<file path="src/rtl/core/cdq_pkg.sv">
`timescale 1ns / 1ps
// shared types and codes for the circular double-ended queue
package cdq_pkg;

    localparam int WORD_W = 32;
    localparam int CMD_W  = 3;
    localparam int STAT_W = 2;

    typedef logic [CMD_W-1:0]  cmd_t;
    typedef logic [STAT_W-1:0] status_t;
    typedef logic signed [WORD_W-1:0] word_t;

    localparam cmd_t CMD_PUSH_FRONT = 3'd0;
    localparam cmd_t CMD_PUSH_REAR  = 3'd1;
    localparam cmd_t CMD_POP_FRONT  = 3'd2;
    localparam cmd_t CMD_POP_REAR   = 3'd3;
    localparam cmd_t CMD_PEEK_FRONT = 3'd4;
    localparam cmd_t CMD_PEEK_REAR  = 3'd5;

    localparam status_t ST_OK    = 2'd0;
    localparam status_t ST_FULL  = 2'd1;
    localparam status_t ST_EMPTY = 2'd2;

endpackage

</file>
<file path="src/rtl/core/circular_double_ended_queue.sv">
`timescale 1ns / 1ps
// circular double-ended queue: top level with index control and result register
//
//   channel | signals                                     | dir
//   --------+---------------------------------------------+-----
//   request | in_valid, in_ready, cmd, value              | in
//   result  | out_valid, out_ready, data_out, status,     | out
//           | occupancy, is_empty, is_full                |
//
// a request is taken into the single pending stage while the word store reads, and
// its result loads the output register once that register is free; so a new request
// is not taken until the result of the last one has loaded the output register.
// reset (rst_n low) empties the queue; stored words are not cleared.
// a stalled result (out_ready low) holds the pending stage and blocks requests.
module circular_double_ended_queue
    import cdq_pkg::*;
#(
    parameter int DEPTH = 8
)
(
    input  logic                           clk,
    input  logic                           rst_n,
    input  logic                           in_valid,
    output logic                           in_ready,
    input  cmd_t                           cmd,
    input  word_t                          value,
    output logic                           out_valid,
    input  logic                           out_ready,
    output word_t                          data_out,
    output status_t                        status,
    output logic [$clog2(DEPTH+1)-1:0]     occupancy,
    output logic                           is_empty,
    output logic                           is_full
);

    localparam int AW = $clog2(DEPTH);
    localparam int CW = $clog2(DEPTH + 1);
    localparam logic [AW-1:0] LAST_IDX = AW'(DEPTH - 1);
    localparam logic [CW-1:0] FULL_CNT = CW'(DEPTH);

    logic [AW-1:0] front_reg, front_next;
    logic [AW-1:0] rear_reg, rear_next;
    logic [CW-1:0] count_reg, count_next;

    // pending stage between request and result register
    logic          busy_reg;
    logic          pend_rd_reg;
    status_t       pend_status_reg;
    logic [CW-1:0] pend_count_reg;

    logic          out_valid_reg;
    word_t         data_out_reg;
    status_t       status_reg;
    logic [CW-1:0] occupancy_reg;

    logic          in_fire;
    logic          out_load;
    logic          q_empty;
    logic          q_full;
    logic          wr_en;
    logic [AW-1:0] wr_addr;
    logic          rd_en;
    logic [AW-1:0] rd_addr;
    status_t       st_next;
    word_t         rd_data;

    function automatic logic [AW-1:0] wrap_inc(input logic [AW-1:0] i);
        return (i == LAST_IDX) ? '0 : i + 1'b1;
    endfunction

    function automatic logic [AW-1:0] wrap_dec(input logic [AW-1:0] i);
        return (i == '0) ? LAST_IDX : i - 1'b1;
    endfunction

    assign in_ready = !busy_reg;
    assign in_fire  = in_valid && in_ready;
    assign out_load = busy_reg && (!out_valid_reg || out_ready);
    assign q_empty  = (count_reg == '0);
    assign q_full   = (count_reg == FULL_CNT);

    always_comb
    begin
        front_next = front_reg;
        rear_next  = rear_reg;
        count_next = count_reg;
        wr_en      = 1'b0;
        wr_addr    = '0;
        rd_en      = 1'b0;
        rd_addr    = front_reg;
        st_next    = ST_OK;
        case (cmd)
            CMD_PUSH_FRONT, CMD_PUSH_REAR:
            begin
                if (q_full)
                begin
                    st_next = ST_FULL;
                end
                else if (q_empty)
                begin
                    front_next = '0;
                    rear_next  = '0;
                    wr_en      = 1'b1;
                    wr_addr    = '0;
                    count_next = CW'(1);
                end
                else if (cmd == CMD_PUSH_FRONT)
                begin
                    front_next = wrap_dec(front_reg);
                    wr_en      = 1'b1;
                    wr_addr    = front_next;
                    count_next = count_reg + 1'b1;
                end
                else
                begin
                    rear_next  = wrap_inc(rear_reg);
                    wr_en      = 1'b1;
                    wr_addr    = rear_next;
                    count_next = count_reg + 1'b1;
                end
            end
            CMD_POP_FRONT, CMD_POP_REAR:
            begin
                if (q_empty)
                begin
                    st_next = ST_EMPTY;
                end
                else
                begin
                    rd_en   = 1'b1;
                    rd_addr = (cmd == CMD_POP_FRONT) ? front_reg : rear_reg;
                    if (count_reg == CW'(1))
                    begin
                        front_next = '0;
                        rear_next  = '0;
                    end
                    else if (cmd == CMD_POP_FRONT)
                    begin
                        front_next = wrap_inc(front_reg);
                    end
                    else
                    begin
                        rear_next = wrap_dec(rear_reg);
                    end
                    count_next = count_reg - 1'b1;
                end
            end
            CMD_PEEK_FRONT, CMD_PEEK_REAR:
            begin
                if (q_empty)
                begin
                    st_next = ST_EMPTY;
                end
                else
                begin
                    rd_en   = 1'b1;
                    rd_addr = (cmd == CMD_PEEK_FRONT) ? front_reg : rear_reg;
                end
            end
            default:
            begin
                st_next = ST_OK;
            end
        endcase
    end

    // store accesses happen only on the accept cycle, so a write always lands
    // before any later read of the same slot
    cdq_ram #(
        .DEPTH (DEPTH),
        .AW    (AW)
    ) u_ram (
        .clk     (clk),
        .wr_en   (wr_en && in_fire),
        .wr_addr (wr_addr),
        .wr_data (value),
        .rd_en   (rd_en && in_fire),
        .rd_addr (rd_addr),
        .rd_data (rd_data)
    );

    always_ff @(posedge clk or negedge rst_n)
    begin
        if (!rst_n)
        begin
            front_reg     <= '0;
            rear_reg      <= '0;
            count_reg     <= '0;
            busy_reg      <= 1'b0;
            out_valid_reg <= 1'b0;
        end
        else
        begin
            if (in_fire)
            begin
                front_reg <= front_next;
                rear_reg  <= rear_next;
                count_reg <= count_next;
                busy_reg  <= 1'b1;
            end
            else if (out_load)
            begin
                busy_reg <= 1'b0;
            end
            if (out_load)
            begin
                out_valid_reg <= 1'b1;
            end
            else if (out_ready)
            begin
                out_valid_reg <= 1'b0;
            end
        end
    end

    always_ff @(posedge clk)
    begin
        if (in_fire)
        begin
            pend_rd_reg     <= rd_en;
            pend_status_reg <= st_next;
            pend_count_reg  <= count_next;
        end
        if (out_load)
        begin
            data_out_reg  <= pend_rd_reg ? rd_data : '0;
            status_reg    <= pend_status_reg;
            occupancy_reg <= pend_count_reg;
        end
    end

    assign out_valid = out_valid_reg;
    assign data_out  = data_out_reg;
    assign status    = status_reg;
    assign occupancy = occupancy_reg;
    assign is_empty  = (occupancy_reg == '0);
    assign is_full   = (occupancy_reg == FULL_CNT);

    a_count_range: assert property (@(posedge clk) disable iff (!rst_n)
        count_reg <= FULL_CNT)
        else $error("stored count above depth");

    a_empty_idx: assert property (@(posedge clk) disable iff (!rst_n)
        (count_reg == '0) |-> (front_reg == '0) && (rear_reg == '0))
        else $error("indices not home on empty queue");

    a_single_idx: assert property (@(posedge clk) disable iff (!rst_n)
        (count_reg == CW'(1)) |-> (front_reg == rear_reg))
        else $error("front and rear differ with one word stored");

    a_refused_zero: assert property (@(posedge clk) disable iff (!rst_n)
        out_valid && (status != ST_OK) |-> (data_out == '0))
        else $error("refused request returned data");

    a_pending: assert property (@(posedge clk) disable iff (!rst_n)
        in_fire |=> busy_reg && !in_ready)
        else $error("request not held in pending stage");

endmodule

</file>
<file path="src/rtl/core/cdq_ram.sv">
`timescale 1ns / 1ps
// word store of the queue: one write port, one registered read port
module cdq_ram
    import cdq_pkg::*;
#(
    parameter int DEPTH = 8,
    parameter int AW    = 3
)
(
    input  logic          clk,
    input  logic          wr_en,
    input  logic [AW-1:0] wr_addr,
    input  word_t         wr_data,
    input  logic          rd_en,
    input  logic [AW-1:0] rd_addr,
    output word_t         rd_data
);

    word_t mem [DEPTH];
    word_t rd_data_reg;

    always_ff @(posedge clk)
    begin
        if (wr_en)
        begin
            mem[wr_addr] <= wr_data;
        end
    end

    // read data holds until the next read
    always_ff @(posedge clk)
    begin
        if (rd_en)
        begin
            rd_data_reg <= mem[rd_addr];
        end
    end

    assign rd_data = rd_data_reg;

endmodule
</file>
<file path="config.mk">
export PLATFORM = sky130hd
export DESIGN_NAME = circular_double_ended_queue
export DESIGN_NICKNAME = d
export VERILOG_FILES = /design/src/rtl/core/cdq_pkg.sv /design/src/rtl/core/circular_double_ended_queue.sv /design/src/rtl/core/cdq_ram.sv
export SDC_FILE = /design/constraint.sdc
export NUM_CORES = 1
export LEC_CHECK = 0
export BUFFER_PORTS_ARGS = -buffer_cell sky130_fd_sc_hd__buf_4
export CORE_MARGIN = 2
export CORE_UTILIZATION = 45
export CTS_CLUSTER_DIAMETER = 80
export DETAILED_ROUTE_END_ITERATION = 8
export GPL_ROUTABILITY_DRIVEN = 0
export PLACE_DENSITY = 0.65
export SLEW_MARGIN = 10
export SYNTH_ARGS = -nofsm -noshare
export SYNTH_HDL_FRONTEND = slang
export SYNTH_SLANG_ARGS = --single-unit
</file>
<file path="constraint.sdc">
create_clock -name clk -period 13 [get_ports clk]
set_input_delay 1.95 -clock clk [delete_from_list [all_inputs] [get_ports clk]]
set_output_delay 1.95 -clock clk [all_outputs]
set_load 0.01 [all_outputs]
</file>
Yosys cells after proc, flatten, opt, wreduce, memory -nomap -nowiden
Memory sizes are Yosys's and may differ from the RTL's. A register that Yosys moved wholly into a read port is not among the register bits.
Index checks and enable logic that the tools add are counted.
- register bits after elaboration: 57
- bits in writable memories: 256
- input bits: 39
- output and inout bits: 42
- logic and storage cells: 99
- memories kept: 1
- add/sub/neg operators: 6
- eq/ne operators: 16
- mux-type cells: 44
- reductions and logical operators: 21
- memories (memory ; words ; bits a word ; rd ports ; clocked after Yosys merged registers in ; write ports ; RTL line ; source):
    u_ram.mem ; 8 ; 32 ; 1 ; 1 ; 1 ; cdq_ram.sv:19 ; word_t mem [DEPTH];
- operators by type and width (operator ; count):
    $mux W3 ; 24
    $pmux W3 S2 ; 3
    $eq A3 B3 Y1 const B ; 4
    $mux W4 ; 3
    $ne A3 B3 Y1 const B ; 4
    $reduce_and A6 Y1 ; 2
    $mux W1 ; 11
    $logic_not A3 Y1 ; 3
    $eq A4 B4 Y1 const B ; 2
    $logic_not A4 Y1 ; 2
    $pmux W4 S2 ; 1
    $add A3 B1 Y3 const B ; 2
    $eq A3 B2 Y1 const B ; 2
    $reduce_bool A2 Y1 ; 3
    $reduce_or A2 Y1 ; 3
    $sub A3 B1 Y3 const B ; 2
    $add A4 B1 Y4 const B ; 1
    $eq A4 B1 Y1 const B ; 1
    $logic_and A1 B1 Y1 ; 4
    $ne A2 B2 Y1 const B ; 2
    $pmux W2 S2 ; 1
    $reduce_or A4 Y1 ; 1
    $sub A4 B1 Y4 const B ; 1
    $eq A3 B1 Y1 const B ; 1
    3 further kinds ; 4

Depth between registers and ports, before layout
- depth after elaboration: 6
- mapped depth: 10
- depth with buffers taken out: 9

Modules after synthesis
A second synthesis with hierarchy kept.
- cells, all modules: 641
- area total of the unflattened synthesis: 13578.0 µm²
- modules (own cells, without submodules) (module ; instances ; cells an instance ; area each (µm²) ; seq. area each (µm²)):
    cdq_ram ; 1 ; 415 ; 10786.6 ; 8648.3
    circular_double_ended_queue ; 1 ; 226 ; 2791.4 ; 1651.6

Least setup slack after synthesis
OpenSTA, ideal clock, no wires.
- path type: input to register
- start: input port cmd[1]
- end: memory u_ram.mem[7][0] (netlist name), enable pin
- library setup time: 461 ps
- arrival time: 5181 ps
- data required time: 12539 ps
- setup slack: 7358 ps
- cell stages on the path: 6
- path buffers: 2
- path through: buf_2 buf_1 nor3_1 o21ai_0 or2_2 nor3_1
- cells in the longest elaborated chain, start to end: 6
- elaborated cells between the ends (all ways): 11
- those cells by class: eq/ne (1); mux (7); reduce/logical (3)
- RTL lines (item ; RTL line ; source):
    from (decl) ; circular_double_ended_queue.sv:25 ; input cmd_t cmd,
    $eq A3 B1 Y1 or $logic_not A3 Y1 (tied branches) ; circular_double_ended_queue.sv:91, circular_double_ended_queue.sv:106 ;
    $reduce_or A2 Y1 ; circular_double_ended_queue.sv:91 ; case (cmd)
    $mux W1 ; circular_double_ended_queue.sv:91 ;
    $logic_and A1 B1 Y1 ; circular_double_ended_queue.sv:173 ; .wr_en (wr_en && in_fire),
    $mux W1 ; cdq_ram.sv:24 ; if (wr_en)
    $mux W1 (implied by the code) ; cdq_ram.sv:26 ; mem[wr_addr] <= wr_data;
    to (decl) ; cdq_ram.sv:19 ;
Several ways; a longest one is shown, not always the timed one.

Final worst setup path
- start: input port cmd[1]
- end: register u_ram.rd_data_reg[27], in the netlist u_ram.rd_data[27], read port of u_ram.mem, data pin
- cells in the longest elaborated chain, start to end: 4
- elaborated cells between the ends (all ways): 14
- those cells by class: eq/ne (4); mux (6); reduce/logical (4)
- RTL lines (item ; RTL line ; source):
    $eq A3 B3 Y1, or another cell as far along ; circular_double_ended_queue.sv:91, circular_double_ended_queue.sv:156 ;
    $mux W3, or another cell as far along ; circular_double_ended_queue.sv:156 ; rd_addr = (cmd == CMD_PEEK_FRONT) ? front_reg : rear_reg;
    $mux W3, or another cell as far along ; circular_double_ended_queue.sv:149 ; if (q_empty)
    $pmux W3 S2 or $logic_and A1 B1 Y1 (tied branches) ; circular_double_ended_queue.sv:91, circular_double_ended_queue.sv:176 ;
    to (decl) ; cdq_ram.sv:20 ; word_t rd_data_reg;
Several ways; a longest one is shown, not always the timed one.
A chain may end at the register's enable or synchronous reset.

==> impl_metrics.tcl <==
set metrics [dict create \
    status "completed" \
    p_sw_mw 1.105 \
    cts_tree "yes" \
    finalNetCount 1057 \
    synth_top_family_by_area "compound AO/OA/AOI/OAI gates" \
    synthArstFlopShare_pct 3.478 \
    power_frac_clock_pct 28.5 \
    hp-class "reg -> reg" \
    crit_required_ns 13.24 \
    synth.distinct_cells 49 \
    largest_reg_flops 256 \
    gr-max-usage-layer "met2" \
    cts_setup_buffers 0 \
    synth_seq_area_share_pct 71.03 \
    route.detailed.wl_per_inst_um 22.69 \
    globalRouteMet1Util_pct 25.89 \
    vias 8784 \
    dp_hpwl_mm 16.75 \
    cpMostUsedCell "buf_4" \
    yosys.area_share.adder_pct 1.035 \
    synthCells 955 \
    clk_pin_slew_ns 0.06 \
    synth_nets 1006 \
    use_met3_pct 4.219 \
    worst_slew_pin_slew_ns 1.147 \
    tns_ns 0 \
    worst_path_max_delay_cell "nand2_2" \
    fp.coreArea_mm2 0.03164 \
    muxShareOfSynthArea_pct 0.6040 \
    synth_xor_area_share_pct 0.1726 \
    fp.dieW_um 183.5 \
    synth_seq_cells 345 \
    met2_usage_pct 31.59 \
    drc 0 \
    fin_crit_sh_pct 36.76 \
    syn_area_mm2 0.01450 \
    hold_viol 0 \
    drt_wl_total_mm 32.56 \
    ctsResizeCount 0 \
    grt.overflow.total 0 \
    synth-compound-area-share_pct 17.58 \
    final_cells 1435 \
    first_pass_iters 5 \
    worstPathMaxFanout 66 \
    numCtsBuffers 36 \
    yosys.area_share.simple_pct 6.480 \
    grt_max_degree 117 \
    drv_cap 0 \
    cp-start-kind "primary input" \
    die_area_mm2 0.03368 \
    drtIter0Drc 786 \
    setup_viol 0 \
    initial_core_util_pct 45.84 \
    path_cells "buf_4 -> xnor2_4 -> buf_4 -> nand4b_1 -> buf_4 -> nand2_2 -> a211oi_1 -> o31ai_1" \
    insertion_delay_ns 0.52 \
    ctsHoldBuffers 0 \
    cts.path.max_buffers 3 \
    ir_drop_mv 0.1245 \
    grt_pass1_vias 8720 \
    comb_power_share_pct 29.9 \
    swShare_pct 32.95 \
    cts_sinks 345 \
    syn2layout_area_growth_pct 14.23 \
    critPathKind "in -> reg" \
    antenna_found_initial 1 \
    finalMaxSlewViolations 0 \
    synth_top_flop_cell "edfxtp_1" \
    avgSynthCellArea_um2 15.18 \
    post-route-min-period_ns 4.779 \
    synth_enable_flop_cells 333 \
    fin_worst_skew_ns 0.008664 \
    root_buffer "clkbuf_16" \
    rsz0062_at_grt "no" \
    numPortBuffers 80 \
    num_antenna_cells 0 \
    die_y_um 183.5 \
    grt_usage_pct 19.32 \
    p_total_mw 3.353 \
    detail-route-antenna-nets 0 \
    max_stage_delay_ns 0.75 \
    placedCellCount 1370 \
    num-fill-cells 2564 \
    power_density_mw_per_mm2 202.4 \
    yosys_warnings 0 \
    io_pins 81 \
    p_int_mw 2.248 \
    fp-row-count 65 \
    fmax_mhz 209.3 \
    viasPerCell 6.121 \
    drive_gt1_share_pct 17.42 \
    critPathArrivalTime_ns 5.02 \
    p_leak_nw 5.531 \
    power.share.sequential_pct 41.6 \
    grt_pass1_wl_mm 50.15 \
    end_kind "flop" \
    htreeDepth 2 \
    relSlewSlack_pct 23.53 \
]
through the flow:
stage	worst slack, ns	hold slack (ns)	area, um2	utilization (%)
global route	8.025	0.4230	16560	52.36
finish	8.221	0.4181	16560	52.36
detailed placement	7.696	0.4054	15470	48.91
CTS	8.249	0.4196	16560	52.36
global placement	7.776	0.4005	15470	48.91
floorplan	7.358	0.4003	14500	-
worst paths after layout:
kind / slack (ns) / endpoint / cells after the start / start
setup / recovery: 8.22 / u_ram.rd_data[27] / 8 / cmd[1]
hold / removal: 0.42 / occupancy[3] / 0 / pend_count_reg[3]
setup reg to reg: 8.79 / u_ram.rd_data[27] / 10 / count_reg[0]
hold reg to reg: 0.42 / occupancy[3] / 0 / pend_count_reg[3]
max in group asynchronous: 11.57 / rear_reg[0] / 1 / rst_n
min in group asynchronous: 1.26 / out_valid / 1 / rst_n
cells in the mapped netlist, drive strengths merged, types with 3 or more instances:
cell type | n | area [um2]
nor2 | 18 | 67.56
mux2i | 5 | 53.80
a211oi | 67 | 503.0
dfrtp | 12 | 300.3
mux2 | 3 | 33.78
a21oi | 6 | 30.03
buf | 34 | 198.9
clkbuf | 56 | 210.2
nand2b | 6 | 37.54
o211ai | 33 | 247.7
inv | 11 | 41.29
nor3 | 10 | 50.05
a32o | 32 | 320.3
and2 | 35 | 219.0
a22oi | 5 | 37.54
o31ai | 68 | 524.3
and3 | 64 | 400.4
o21ai | 10 | 50.05
nand2 | 14 | 55.06
a21boi | 65 | 488.0
o221ai | 32 | 280.3
nor2b | 3 | 18.77
edfxtp | 333 | 10000
ha | 12 | 150.1
per-layer routing:
| metal | vias to the layer above | routed length, um |
|---|---|---|
| li1 | 3997 | - |
| met1 | 4453 | 14150 |
| met2 | 275 | 15420 |
| met3 | 59 | 2211 |
| met4 | 0 | 775 |
| met5 | - | 0 |
layout make-up:
cell class	count	area [um2]	share of cell area, %
well taps	402	503.0	3.036
flip-flops and latches	345	10300	62.18
inverters	11	41.29	0.2493
clock inverters	15	87.58	0.5287
clock buffers	50	1005	6.065
repair buffers	103	773.2	4.668
multi-input cells	509	3855	23.27
kinds of logic (layout without fill, tap and decap cells):
| family | Yosys count | count (layout) |
|---|---|---|
| DFF | 345 | 345 |
| AOI/OAI and AO/OA | 326 | 326 |
| and+or+nand+nor | 161 | 161 |
| buffers and inverters | 101 | 179 |
| adders and majority gates | 12 | 12 |
| muxes | 8 | 8 |
| xor gates and xnor gates | 2 | 2 |
worst max-delay path, delay by kind of cell:
kind	cells	cell delay (ns)
AND/OR/NAND/NOR	2	0.94
AO/OA/AOI/OAI	2	0.62
buffers and inverters	3	1.32
XOR/XNOR	1	0.15
placed cells by master, fill, tap and decap left out, drive strengths merged, types with 6 or more instances in the layout:
| cell type | count |
|---|---|
| a211oi | 67 |
| a21boi | 65 |
| a21oi | 6 |
| a32o | 32 |
| and2 | 35 |
| and3 | 64 |
| buf | 103 |
| clkbuf | 50 |
| clkinv | 11 |
| dfrtp | 12 |
| edfxtp | 333 |
| ha | 12 |
| inv | 13 |
| nand2 | 14 |
| nand2b | 6 |
| nor2 | 18 |
| nor3 | 10 |
| o211ai | 33 |
| o21ai | 10 |
| o221ai | 32 |
| o31ai | 68 |
power by group through the flow:
stage               Combinational, mW  Sequential [mW]  Clock [mW]
finish                           1.00             1.39       0.954
CTS                              1.01             1.40       0.974
detailed placement               1.01             1.42           0
global route                     1.11             1.40        1.02
floorplan                       0.727             1.41           0
global placement                0.984             1.42           0
Power figures use the tool's default switching activity.
